===== src/design/bhrc_pkg.sv =====
// shared types, widths and register codes for the breath and heart rate counter
package bhrc_pkg;

    localparam int SAMPLE_BITS_DEF = 24;
    localparam int COUNT_BITS_DEF  = 10;

    localparam int ALPHA_W   = 17;
    localparam int THRESH_W  = 25;
    localparam int REFR_W    = 4;
    localparam int CFG_IDX_W = 2;
    localparam int CFG_DAT_W = 25;

    localparam logic [ALPHA_W-1:0] ALPHA_UNITY = 17'h10000;

    localparam logic [ALPHA_W-1:0]  BREATH_ALPHA_RST = 17'd655;
    localparam logic [ALPHA_W-1:0]  HEART_ALPHA_RST  = 17'd19661;
    localparam logic [THRESH_W-1:0] THRESH_RST       = 25'd60;
    localparam logic [REFR_W-1:0]   REFR_RST         = 4'd3;

    typedef enum logic [CFG_IDX_W-1:0] {
        CFG_BREATH_ALPHA = 2'd0,
        CFG_HEART_ALPHA  = 2'd1,
        CFG_BEAT_THRESH  = 2'd2,
        CFG_REFR_LENGTH  = 2'd3
    } cfg_index_t;

    typedef struct packed {
        logic [ALPHA_W-1:0]  breath_alpha;
        logic [ALPHA_W-1:0]  heart_alpha;
        logic [THRESH_W-1:0] beat_threshold;
        logic [REFR_W-1:0]   refractory_length;
    } cfg_t;

    typedef struct packed {
        logic seed;
        logic eval;
        logic last;
    } step_ctl_t;

endpackage


===== src/design/bhrc_cfg_regs.sv =====
// configuration register file written through the config channel
module bhrc_cfg_regs
    import bhrc_pkg::*;
(
    input  logic                 aclk,
    input  logic                 aresetn,
    input  logic                 cfg_valid,
    output logic                 cfg_ready,
    input  logic [CFG_IDX_W-1:0] cfg_index,
    input  logic [CFG_DAT_W-1:0] cfg_data,
    output cfg_t                 cfg
);

    cfg_t cfg_reg;
    cfg_t cfg_next;

    assign cfg_ready = 1'b1;
    assign cfg       = cfg_reg;

    always_comb begin
        cfg_next = cfg_reg;
        if (cfg_valid) begin
            unique case (cfg_index_t'(cfg_index))
                CFG_BREATH_ALPHA: cfg_next.breath_alpha      = cfg_data[ALPHA_W-1:0];
                CFG_HEART_ALPHA:  cfg_next.heart_alpha       = cfg_data[ALPHA_W-1:0];
                CFG_BEAT_THRESH:  cfg_next.beat_threshold    = cfg_data[THRESH_W-1:0];
                CFG_REFR_LENGTH:  cfg_next.refractory_length = cfg_data[REFR_W-1:0];
                default:          cfg_next = cfg_reg;
            endcase
        end
    end

    always_ff @(posedge aclk) begin
        if (!aresetn) begin
            cfg_reg.breath_alpha      <= BREATH_ALPHA_RST;
            cfg_reg.heart_alpha       <= HEART_ALPHA_RST;
            cfg_reg.beat_threshold    <= THRESH_RST;
            cfg_reg.refractory_length <= REFR_RST;
        end else begin
            cfg_reg <= cfg_next;
        end
    end

endmodule


===== src/design/bhrc_ema.sv =====
// first-order low-pass filter step with its level register
module bhrc_ema
    import bhrc_pkg::*;
#(
    parameter int SAMPLE_BITS = SAMPLE_BITS_DEF
) (
    input  logic                   aclk,
    input  logic                   aresetn,
    input  logic                   en,
    input  logic                   seed,
    input  logic [SAMPLE_BITS-1:0] x,
    input  logic [ALPHA_W-1:0]     alpha,
    output logic [SAMPLE_BITS-1:0] y_new,
    output logic [SAMPLE_BITS-1:0] level
);

    localparam int PROD_W = SAMPLE_BITS + 1 + ALPHA_W + 1;

    logic [SAMPLE_BITS-1:0]     level_reg;
    logic [ALPHA_W-1:0]         alpha_clamp;
    logic signed [SAMPLE_BITS:0] diff;
    logic signed [ALPHA_W:0]    alpha_s;
    logic signed [PROD_W-1:0]   prod;
    logic signed [PROD_W-1:0]   step;
    logic [SAMPLE_BITS:0]       sum;

    // y + floor(a*(x-y)/65536) equals floor((a*x + (65536-a)*y)/65536)
    assign alpha_clamp = (alpha > ALPHA_UNITY) ? ALPHA_UNITY : alpha;
    assign alpha_s     = signed'({1'b0, alpha_clamp});
    assign diff        = signed'({1'b0, x}) - signed'({1'b0, level_reg});
    assign prod        = PROD_W'(diff) * PROD_W'(alpha_s);
    assign step        = prod >>> 16;
    assign sum         = {1'b0, level_reg} + step[SAMPLE_BITS:0];
    assign y_new       = seed ? x : sum[SAMPLE_BITS-1:0];
    assign level       = level_reg;

    always_ff @(posedge aclk) begin
        if (!aresetn) begin
            level_reg <= '0;
        end else if (en) begin
            level_reg <= y_new;
        end
    end

endmodule


===== src/design/bhrc_detect.sv =====
// breath peak and heartbeat detection with saturating window tallies
module bhrc_detect
    import bhrc_pkg::*;
#(
    parameter int SAMPLE_BITS = SAMPLE_BITS_DEF,
    parameter int COUNT_BITS  = COUNT_BITS_DEF
) (
    input  logic                   aclk,
    input  logic                   aresetn,
    input  logic                   en,
    input  step_ctl_t              ctl,
    input  cfg_t                   cfg,
    input  logic [SAMPLE_BITS-1:0] slow_level,
    input  logic [SAMPLE_BITS-1:0] slow_new,
    input  logic [SAMPLE_BITS-1:0] fast_before,
    input  logic [SAMPLE_BITS-1:0] fast_level,
    input  logic [SAMPLE_BITS-1:0] fast_new,
    output logic [COUNT_BITS-1:0]  breath_count,
    output logic [COUNT_BITS-1:0]  beat_count
);

    localparam int MAG_W = (SAMPLE_BITS + 1 > THRESH_W) ? SAMPLE_BITS + 1 : THRESH_W;

    logic                  rising_reg, rising_next, rising_upd;
    logic [REFR_W-1:0]     holdoff_reg, holdoff_next, holdoff_upd;
    logic [COUNT_BITS-1:0] peak_reg, peak_next, peak_upd;
    logic [COUNT_BITS-1:0] beat_reg, beat_next, beat_upd;

    logic [SAMPLE_BITS:0] twice;
    logic [SAMPLE_BITS:0] sides;
    logic [SAMPLE_BITS:0] mag;
    logic                 over;

    assign twice = {fast_level, 1'b0};
    assign sides = {1'b0, fast_before} + {1'b0, fast_new};
    assign mag   = (twice >= sides) ? twice - sides : sides - twice;
    assign over  = MAG_W'(mag) > MAG_W'(cfg.beat_threshold);

    always_comb begin
        rising_upd  = rising_reg;
        holdoff_upd = holdoff_reg;
        peak_upd    = peak_reg;
        beat_upd    = beat_reg;
        if (!ctl.seed) begin
            if (slow_new > slow_level) begin
                rising_upd = 1'b1;
            end else if (slow_new < slow_level && rising_reg) begin
                if (peak_reg != '1) peak_upd = peak_reg + 1'b1;
                rising_upd = 1'b0;
            end
        end
        if (ctl.eval) begin
            if (holdoff_reg == '0) begin
                if (over) begin
                    if (beat_reg != '1) beat_upd = beat_reg + 1'b1;
                    holdoff_upd = (cfg.refractory_length != '0)
                                ? cfg.refractory_length - 1'b1 : '0;
                end
            end else begin
                holdoff_upd = holdoff_reg - 1'b1;
            end
        end
    end

    assign breath_count = peak_upd;
    assign beat_count   = beat_upd;

    // window end clears the tallies and flags
    assign rising_next  = ctl.last ? 1'b0 : rising_upd;
    assign holdoff_next = ctl.last ? '0   : holdoff_upd;
    assign peak_next    = ctl.last ? '0   : peak_upd;
    assign beat_next    = ctl.last ? '0   : beat_upd;

    always_ff @(posedge aclk) begin
        if (!aresetn) begin
            rising_reg  <= 1'b0;
            holdoff_reg <= '0;
            peak_reg    <= '0;
            beat_reg    <= '0;
        end else if (en) begin
            rising_reg  <= rising_next;
            holdoff_reg <= holdoff_next;
            peak_reg    <= peak_next;
            beat_reg    <= beat_next;
        end
    end

    assert property (@(posedge aclk) disable iff (!aresetn)
        en && ctl.last |=> peak_reg == '0 && beat_reg == '0 && holdoff_reg == '0)
        else $error("tallies not cleared after window end");

    assert property (@(posedge aclk) disable iff (!aresetn)
        en && ctl.seed |-> !rising_upd && peak_upd == peak_reg && beat_upd == beat_reg)
        else $error("seed sample changed detection state");

    assert property (@(posedge aclk) disable iff (!aresetn)
        en && !ctl.last |=> holdoff_reg < REFR_W'(15))
        else $error("holdoff out of range");

endmodule


===== src/design/breath_heart_rate_counter_top.sv =====
// top level of the breath and heart rate counter
//
//  channel   direction  handshake           payload
//  s_        in         s_tvalid/s_tready   s_tdata sample, s_tlast last_in_window
//  m_        out        m_tvalid/m_tready   m_tdata filtered values and counts,
//                                           m_tlast window_done
//  cfg_      in         cfg_valid/cfg_ready cfg_index, cfg_data
//
// one item per cycle sustained while m_tready allows; an item passes through the
// input register, then the result register
// both filters, the detector and the window counter step once per item
// a stalled result holds the item in the input register; intake stops only
// when both registers are full
// synchronous active-low reset clears all but data registers, loads cfg defaults
module breath_heart_rate_counter_top
    import bhrc_pkg::*;
#(
    parameter int SAMPLE_BITS = SAMPLE_BITS_DEF,
    parameter int COUNT_BITS  = COUNT_BITS_DEF
) (
    input  logic                                           aclk,
    input  logic                                           aresetn,
    input  logic                                           s_tvalid,
    output logic                                           s_tready,
    // sample
    input  logic [((SAMPLE_BITS+7)/8)*8-1:0]               s_tdata,
    input  logic                                           s_tlast,
    output logic                                           m_tvalid,
    input  logic                                           m_tready,
    // breath_filtered, heart_filtered, breath_count, beat_count
    output logic [((2*SAMPLE_BITS+2*COUNT_BITS+7)/8)*8-1:0] m_tdata,
    output logic                                           m_tlast,
    input  logic                                           cfg_valid,
    output logic                                           cfg_ready,
    input  logic [CFG_IDX_W-1:0]                           cfg_index,
    input  logic [CFG_DAT_W-1:0]                           cfg_data
);

    localparam int M_W   = ((2*SAMPLE_BITS+2*COUNT_BITS+7)/8)*8;
    localparam int PAY_W = 2*SAMPLE_BITS + 2*COUNT_BITS;

    cfg_t cfg;

    logic                   in_vld_reg;
    logic [SAMPLE_BITS-1:0] in_sample_reg;
    logic                   in_last_reg;
    logic [1:0]             win_cnt_reg, win_cnt_next;
    logic [SAMPLE_BITS-1:0] fast_before_reg;

    logic                   out_vld_reg;
    logic [PAY_W-1:0]       out_pay_reg;
    logic                   out_last_reg;

    logic                   out_free;
    logic                   fire;
    step_ctl_t              ctl;

    logic [SAMPLE_BITS-1:0] slow_new, slow_level;
    logic [SAMPLE_BITS-1:0] fast_new, fast_level;
    logic [COUNT_BITS-1:0]  breath_count, beat_count;

    assign out_free = !out_vld_reg || m_tready;
    assign fire     = in_vld_reg && out_free;
    assign s_tready = !in_vld_reg || out_free;

    assign ctl.seed = (win_cnt_reg == 2'd0);
    assign ctl.eval = (win_cnt_reg == 2'd2);
    assign ctl.last = in_last_reg;

    assign win_cnt_next = in_last_reg ? 2'd0
                        : (win_cnt_reg == 2'd2) ? 2'd2 : win_cnt_reg + 2'd1;

    bhrc_cfg_regs u_cfg (
        .aclk      (aclk),
        .aresetn   (aresetn),
        .cfg_valid (cfg_valid),
        .cfg_ready (cfg_ready),
        .cfg_index (cfg_index),
        .cfg_data  (cfg_data),
        .cfg       (cfg)
    );

    bhrc_ema #(.SAMPLE_BITS(SAMPLE_BITS)) u_slow (
        .aclk    (aclk),
        .aresetn (aresetn),
        .en      (fire),
        .seed    (ctl.seed),
        .x       (in_sample_reg),
        .alpha   (cfg.breath_alpha),
        .y_new   (slow_new),
        .level   (slow_level)
    );

    bhrc_ema #(.SAMPLE_BITS(SAMPLE_BITS)) u_fast (
        .aclk    (aclk),
        .aresetn (aresetn),
        .en      (fire),
        .seed    (ctl.seed),
        .x       (in_sample_reg),
        .alpha   (cfg.heart_alpha),
        .y_new   (fast_new),
        .level   (fast_level)
    );

    bhrc_detect #(.SAMPLE_BITS(SAMPLE_BITS), .COUNT_BITS(COUNT_BITS)) u_detect (
        .aclk         (aclk),
        .aresetn      (aresetn),
        .en           (fire),
        .ctl          (ctl),
        .cfg          (cfg),
        .slow_level   (slow_level),
        .slow_new     (slow_new),
        .fast_before  (fast_before_reg),
        .fast_level   (fast_level),
        .fast_new     (fast_new),
        .breath_count (breath_count),
        .beat_count   (beat_count)
    );

    always_ff @(posedge aclk) begin
        if (!aresetn) begin
            in_vld_reg <= 1'b0;
        end else if (s_tvalid && s_tready) begin
            in_vld_reg <= 1'b1;
        end else if (fire) begin
            in_vld_reg <= 1'b0;
        end
    end

    always_ff @(posedge aclk) begin
        if (s_tvalid && s_tready) begin
            in_sample_reg <= s_tdata[SAMPLE_BITS-1:0];
            in_last_reg   <= s_tlast;
        end
    end

    always_ff @(posedge aclk) begin
        if (!aresetn) begin
            win_cnt_reg     <= 2'd0;
            fast_before_reg <= '0;
        end else if (fire) begin
            win_cnt_reg     <= win_cnt_next;
            fast_before_reg <= fast_level;
        end
    end

    always_ff @(posedge aclk) begin
        if (!aresetn) begin
            out_vld_reg <= 1'b0;
        end else if (fire) begin
            out_vld_reg <= 1'b1;
        end else if (m_tready) begin
            out_vld_reg <= 1'b0;
        end
    end

    always_ff @(posedge aclk) begin
        if (fire) begin
            out_pay_reg  <= {beat_count, breath_count, fast_new, slow_new};
            out_last_reg <= in_last_reg;
        end
    end

    assign m_tvalid = out_vld_reg;
    assign m_tdata  = M_W'(out_pay_reg);
    assign m_tlast  = out_last_reg;

    assert property (@(posedge aclk) disable iff (!aresetn)
        win_cnt_reg != 2'd3)
        else $error("window sample count out of range");

    assert property (@(posedge aclk) disable iff (!aresetn)
        fire && in_last_reg |=> win_cnt_reg == 2'd0)
        else $error("window count not cleared after last item");

    assert property (@(posedge aclk) disable iff (!aresetn)
        fire |=> out_vld_reg)
        else $error("processed item did not reach result register");

    assert property (@(posedge aclk) disable iff (!aresetn)
        in_vld_reg && !out_free |=> in_vld_reg && $stable(in_sample_reg))
        else $error("held input item lost");

endmodule


===== config.mk =====
export PLATFORM = sky130hd
export DESIGN_NAME = breath_heart_rate_counter_top
export DESIGN_NICKNAME = d
export VERILOG_FILES = /design/src/design/bhrc_pkg.sv /design/src/design/bhrc_cfg_regs.sv /design/src/design/bhrc_ema.sv /design/src/design/bhrc_detect.sv /design/src/design/breath_heart_rate_counter_top.sv
export SDC_FILE = /design/constraint.sdc
export NUM_CORES = 2
export LEC_CHECK = 0
export BUFFER_PORTS_ARGS = -buffer_cell sky130_fd_sc_hd__buf_2
export CORE_MARGIN = 2
export CORE_UTILIZATION = 60
export DETAILED_ROUTE_END_ITERATION = 6
export PLACE_DENSITY = 0.77
export SYNTH_ARGS = -nofsm -noshare
export SYNTH_HDL_FRONTEND = slang
export SYNTH_SLANG_ARGS = --single-unit

===== constraint.sdc =====
create_clock -name aclk -period 20.8 [get_ports aclk]
set_input_delay 4.16 -clock aclk [delete_from_list [all_inputs] [get_ports aclk]]
set_output_delay 4.16 -clock aclk [all_outputs]
set_load 0.02 [all_outputs]

==> After elaboration in Yosys (flattened, before gate mapping) <==
Cells that the tools add are included.
{ "classes": {"eq_ne": 8, "muxes": 30, "n_mul": 2, "n_addsub": 12, "n_lt_le_gt_ge": 6, "reduce_logical": 21} }
{ "op_table": {"columns": ["cell", "count"], "rows": [
  ["2-to-1 mux 10 bit", 10],
  ["multiplier 25 x 18 -> 40 bit", 2],
  ["subtractor 24 x 24 -> 25 bit", 2],
  ["subtractor 25 bit", 2],
  ["adder 24 bit", 2],
  ["2-to-1 mux 24 bit", 2],
  ["> comparator 17 bit, second input constant", 2],
  ["2-to-1 mux 17 bit", 2],
  ["adder 24 x 24 -> 25 bit", 1],
  [">= comparator 25 bit", 1],
  ["> comparator 25 bit", 1],
  ["2-to-1 mux 25 bit", 1],
  ["> comparator 24 bit", 1],
  ["< comparator 24 bit", 1],
  ["adder 10 x 1 -> 10 bit, second input constant", 2],
  ["2-to-1 mux 4 bit", 5],
  ["inequality test 10 bit, second input constant", 2],
  ["2-to-1 mux 1 bit", 8],
  ["AND reduction 2 bit", 4],
  ["subtractor 4 x 1 -> 4 bit, second input constant", 2],
  ["equality test 2 bit, second input constant", 3],
  ["AND reduction 3 bit", 2],
  ["nonzero test 2 bit", 3],
  ["zero test 2 bit", 2],
  ["11 further kinds", 16]
]} }
{ "word_totals": {"word_cells": 97, "register_bits": 258, "in_bits": 57, "out_inout_bits": 76} }

==> Depth between registers and ports, before layout <==
{ "logic_depth": {"depth_word": 13, "depth_mapped": 80, "mapped_depth_nobuf": 78} }

==> Modules after synthesis <==
Synthesis repeated with hierarchy kept, for this count alone.
{ "hier_totals": {"cells_unflattened": 5668, "area_unflattened_um2": 48517.8} }
{ "by_module_without_submodules": {"columns": ["module", "cells_per_inst", "instances", "area_per_inst_um2"], "rows": [
  ["bhrc_ema at u_slow", 2185, 1, 18003.5],
  ["bhrc_ema at u_fast", 2129, 1, 17628.2],
  ["bhrc_detect", 874, 1, 6327.3],
  ["breath_heart_rate_counter_top", 226, 1, 4037.6],
  ["bhrc_cfg_regs", 254, 1, 2521.2]
]} }

==> Least setup slack after synthesis <==
OpenSTA, ideal clock, no wires.
{ "synth_path": {"path_kind": "reg-to-reg", "startpoint": "register u_fast.level_reg[1], in the netlist u_fast.level[1]", "endpoint": "register u_detect.beat_reg[7]", "path_slack_ns": 5.203, "t_arrival_ns": 15.469, "synth_period_minus_slack_ns": 15.597, "path_buffers": 2, "setup_time_ns": 0.128, "required_time_ns": 20.672, "stages_incl_launch_ff": 77, "cell_sequence": "dfxtp_1 inv_1 ha_1 nor2b_1 o31a_1 o31a_1 o21ai_0 nand2b_1 a21o_1 a21oi_1 o21bai_1 a21oi_1 xor2_1 nor2_1 fa_1 inv_1 fa_1 fa_1 (+41 left out) o21ai_1 buf_2 a21oi_1 a221o_1 a221oi_1 xnor2_1 ha_1 nand4_1 nor2_1 and3_1 a22o_1 a211oi_1 and2_1 clkbuf_1 and4_1 o21ai_0 a22oi_1 nor2_1"} }
{ "synth_between": {"elab_chain_cells": 12, "elab_cells_between_ends": 14, "cone_classes": "5 x add/sub; 1 x mul; 2 x order compare; 6 x mux"} }
{ "synth_rtl": {"columns": ["element", "line", "source"], "rows": [
  ["start: declaration", "bhrc_ema.sv:19", "logic [SAMPLE_BITS-1:0] level_reg;"],
  ["start signal: assignment", "bhrc_ema.sv:41", "level_reg <= y_new;"],
  ["subtractor 24 x 24 -> 25 bit", "bhrc_ema.sv:30", "assign diff = signed'({1'b0, x}) - signed'({1'b0, level_reg});"],
  ["multiplier 25 x 18 -> 40 bit", "bhrc_ema.sv:31", "assign prod = PROD_W'(diff) * PROD_W'(alpha_s);"],
  ["adder 24 bit *", "bhrc_ema.sv:33", "assign sum = {1'b0, level_reg} + step[SAMPLE_BITS:0];"],
  ["2-to-1 mux 24 bit *", "bhrc_ema.sv:34", "assign y_new = seed ? x : sum[SAMPLE_BITS-1:0];"],
  ["via fast_new[10]", "breath_heart_rate_counter_top.sv:59", "logic [SAMPLE_BITS-1:0] fast_new, fast_level;"],
  ["adder 24 x 24 -> 25 bit *", "bhrc_detect.sv:35", "assign sides = {1'b0, fast_before} + {1'b0, fast_new};"],
  ["subtractor 25 bit or >= comparator 25 bit (tied branches)", "bhrc_detect.sv:36", "assign mag = (twice >= sides) ? twice - sides : sides - twice;"],
  ["2-to-1 mux 25 bit *", "bhrc_detect.sv:36", null],
  ["> comparator 25 bit *", "bhrc_detect.sv:37", "assign over = MAG_W'(mag) > MAG_W'(cfg.beat_threshold);"],
  ["2-to-1 mux 10 bit *", "bhrc_detect.sv:54", "if (over) begin"],
  ["2-to-1 mux 10 bit *", "bhrc_detect.sv:53", "if (holdoff_reg == '0) begin"],
  ["2-to-1 mux 10 bit *", "bhrc_detect.sv:52", "if (ctl.eval) begin"],
  ["2-to-1 mux 10 bit *", "bhrc_detect.sv:72", "assign beat_next = ctl.last ? '0 : beat_upd;"],
  ["end signal: assignment", "bhrc_detect.sv:84", "beat_reg <= beat_next;"],
  ["end: declaration", "bhrc_detect.sv:27", "logic [COUNT_BITS-1:0] beat_reg, beat_next, beat_upd;"]
]} }
The timed path passes the listed nets; every way through them passes the cells marked *.
A chain may end at the register's enable or synchronous reset.

==> Worst setup path after layout <==
{ "layout_path": {"startpoint": "register u_fast.level_reg[1], in the netlist u_fast.level[1]", "endpoint": "register u_detect.beat_reg[6]"} }
The elaborated chain is that of the path after synthesis.

==> results.tsv <==
stage	metric	value	unit
outcome	outcome	finished with violations	
outcome	failing checks	DRC	
cts	post-CTS setup buffer count	0	
synthesis	Synth area leaders	fa_1 (35%), ha_1 (11%), inv_1 (8.3%)	
setup_path	max incr delay on CP	0.84	ns
layout	final core utilization	64.3	%
global_route	largest net degree at the start of global routing	82	
drt	Routed Antenna Nets	0	
timing	Setup TNS Final	0	ns
timing	Slew @ Worst Pin	1.24	ns
synthesis	Async S/R FF share, synth	0	%
synthesis	Cells after Synth	5380	
synthesis	Syn Std Cell Area	46200	um^2
cts	TritonCTS Buffers	29	
floorplan	row count	101	
synthesis	Yosys top cell by area	fa_1	
drt	DRT iter0 DRCs	3027	
drt	first drt pass iteration count	7	
cts	CTS tree	done	
cts	clock buffer depth	3	
setup_path	cell at the slowest stage of the critical path	xor2_1	
synthesis	Netlist cell types	85	
layout	Largest register FFs	68	
cts	clock latency on the worst-skew pair	0.59	ns
synthesis	syn avg cell area	8.58	um^2
setup_path	worst-path maximum fanout	12	
drt	drc violations	1	
timing	worst clock skew	0.0109	ns
synthesis	Warnings, synthesis	0	
drt	vias per inst	5.80	
global_route	initial antenna violation count	3	
timing	relative slew slack	17.1	%
setup_path	CP startpoint kind	flop	
worst_hold_path	hold crit path type	reg2reg	
cts	Clock Root Buffer	clkbuf_16	
drt	via count	37496	
timing	Max Slew Vio Count	0	
layout	ANT cells	0	
global_route	Overall Global Routing Usage	34.7	%
layout	multi-input logic area	35500	um^2
layout	area grow syn2layout	5.96	%
global_route	vias in the first global route	38561	
layout	layout cells sized above 1	5.43	%
synthesis	Post-synth EDFFs	94	
drt	drt total wl	134000	um
synthesis	Most used DFF post-synth	dfxtp_1	
cts	Worst-path clk slew	0.07	ns
flow_run	Max-Cap Viols	0	
synthesis	Yosys reg bits	258	
place	PortBufs	127	
cts	CTS sink count	258	
place	GP Congestion	0.976	
layout	FILL cells	6471	
synthesis	Seq/Total Area, Yosys	13.2	%
layout	Storage cell area	6110	um^2
place	dpl hpwl	109000	um
global_route	grt ovf	0	
layout	Final nets	6681	
drt	WL/cell	20.7	um
setup_path	Req. time, crit path	21.31	ns
layout	commonest non-fill, non-tap cell in the layout	inv_1	
timing	endpoints failing setup	0	
cts	Post-CTS Resized	0	
setup_path	WP data arrival	19.38	ns
floorplan	I/O pin count	133	
timing	FMAX	53.0	MHz
timing	Hold Vio Cnt, Final	0	
floorplan	die width	281	um
timing	final worst-path cycle share	90.7	%
setup_path	crit path capture type	flop	
setup_path	crit-path most repeated cell	a21oi_1	
floorplan	Die H	281	um
floorplan	starting density of the core	60.7	%
timing	fin crit period	18.87	ns
floorplan	die area	79200	um^2
floorplan	CORE AREA	76100	um^2
cts	htree depth	1	
setup_path	WS Path Type	reg2reg	
global_route	first-pass GRT wire length	212000	um
cts	# hold bufs at CTS	0	
synthesis	Synth top area share	34.5	%
timing	RSZ-0062 raised after global routing	false	
layout	most frequent cells in the layout	inv_1 (1024), fa_1 (796), nand2_1 (769)	
==> metal layers <==
layer / GRT usage [%] / wire length (um) / up-vias
met2: 56.4 / 61800 / 1708
met5: 0 / 23 / -
met4: 17.4 / 8400 / 4
met3: 6.79 / 12700 / 432
met1: 44.4 / 50700 / 18512
li1: - / - / 16840
==> logic make-up after synthesis <==
family / Yosys count / synth area share, %
compound gates: 761 / 10.6
mux: 15 / 0.339
buf+inv: 1228 / 10.0
other cells: 2 / 0.0163
flops: 258 / 13.2
xor+xnor: 231 / 4.40
fa+ha+maj: 1213 / 45.8
simple gates: 1672 / 15.6
==> path summary, 6_finish.rpt <==
check / start / end / slack (ns) / cells after the start
worst max-delay path: u_fast.level[1]$_SDFFE_PN0P_ / u_detect.beat_reg[6]$_SDFFE_PN0P_ / 1.93 / 73
worst min-delay path: win_cnt_reg[0]$_SDFFE_PN0P_ / win_cnt_reg[0]$_SDFFE_PN0P_ / 0.45 / 2
worst max register to register: u_fast.level[1]$_SDFFE_PN0P_ / u_detect.beat_reg[6]$_SDFFE_PN0P_ / 1.93 / 73
worst min register to register: win_cnt_reg[0]$_SDFFE_PN0P_ / win_cnt_reg[0]$_SDFFE_PN0P_ / 0.45 / 2
==> cell usage after synthesis, drive strengths merged (5+ instances only) <==
master	count
and2	93
o21bai	18
xnor2	155
or2	8
and3	23
nor2	499
buf	16
mux2i	10
nand2	769
nand3	67
nand4	30
clkbuf	185
o31ai	12
a21oi	254
xor2	76
o21ai	149
inv	1025
ha	417
a21boi	9
edfxtp	94
a31oi	20
o21a	45
or3	11
nor2b	60
nand2b	43
a2111oi	8
o41ai	7
a311oi	5
dfxtp	164
o211ai	9
a211oi	61
fa	796
mux2	5
o31a	9
nor3	37
nor4	13
a21o	108
a22oi	5
==> worst max-delay path, delay by kind of cell, from the launching register on <==
| family | cells | cell delay (ns) |
|---|---|---|
| buffers and inverters | 5 | 0.40 |
| XOR/XNOR | 4 | 1.20 |
| AND/OR/NAND/NOR | 17 | 3.10 |
| flip-flops | 1 | 0.45 |
| AO/OA/AOI/OAI | 35 | 8.75 |
| adder cells (fa/ha/maj) | 12 | 4.85 |
==> area by class of cell <==
type / count / area share, %
sequential: 258 / 12.5
timing repair buffer: 198 / 2.39
inverter: 1027 / 7.89
clock buffer: 37 / 1.65
tap: 1030 / 2.63
multi-input combinational: 3897 / 72.5
clock inverter: 17 / 0.417
==> per-stage QoR <==
step	hold WS, ns	setup slack [ns]	cells	cell area, um^2
final	0.454	1.93	6464	48900
after CTS	0.453	2.34	6464	48900
after detailed placement	0.444	2.50	6410	47900
after global placement	0.443	2.84	6410	47900
after floorplan	0.432	5.20	5383	46200
after global routing	0.478	0.796	6464	48900
Power is left out: the tool's default activity adds up to more than one toggle a clock period on the data nets, which glitch-free logic cannot reach.
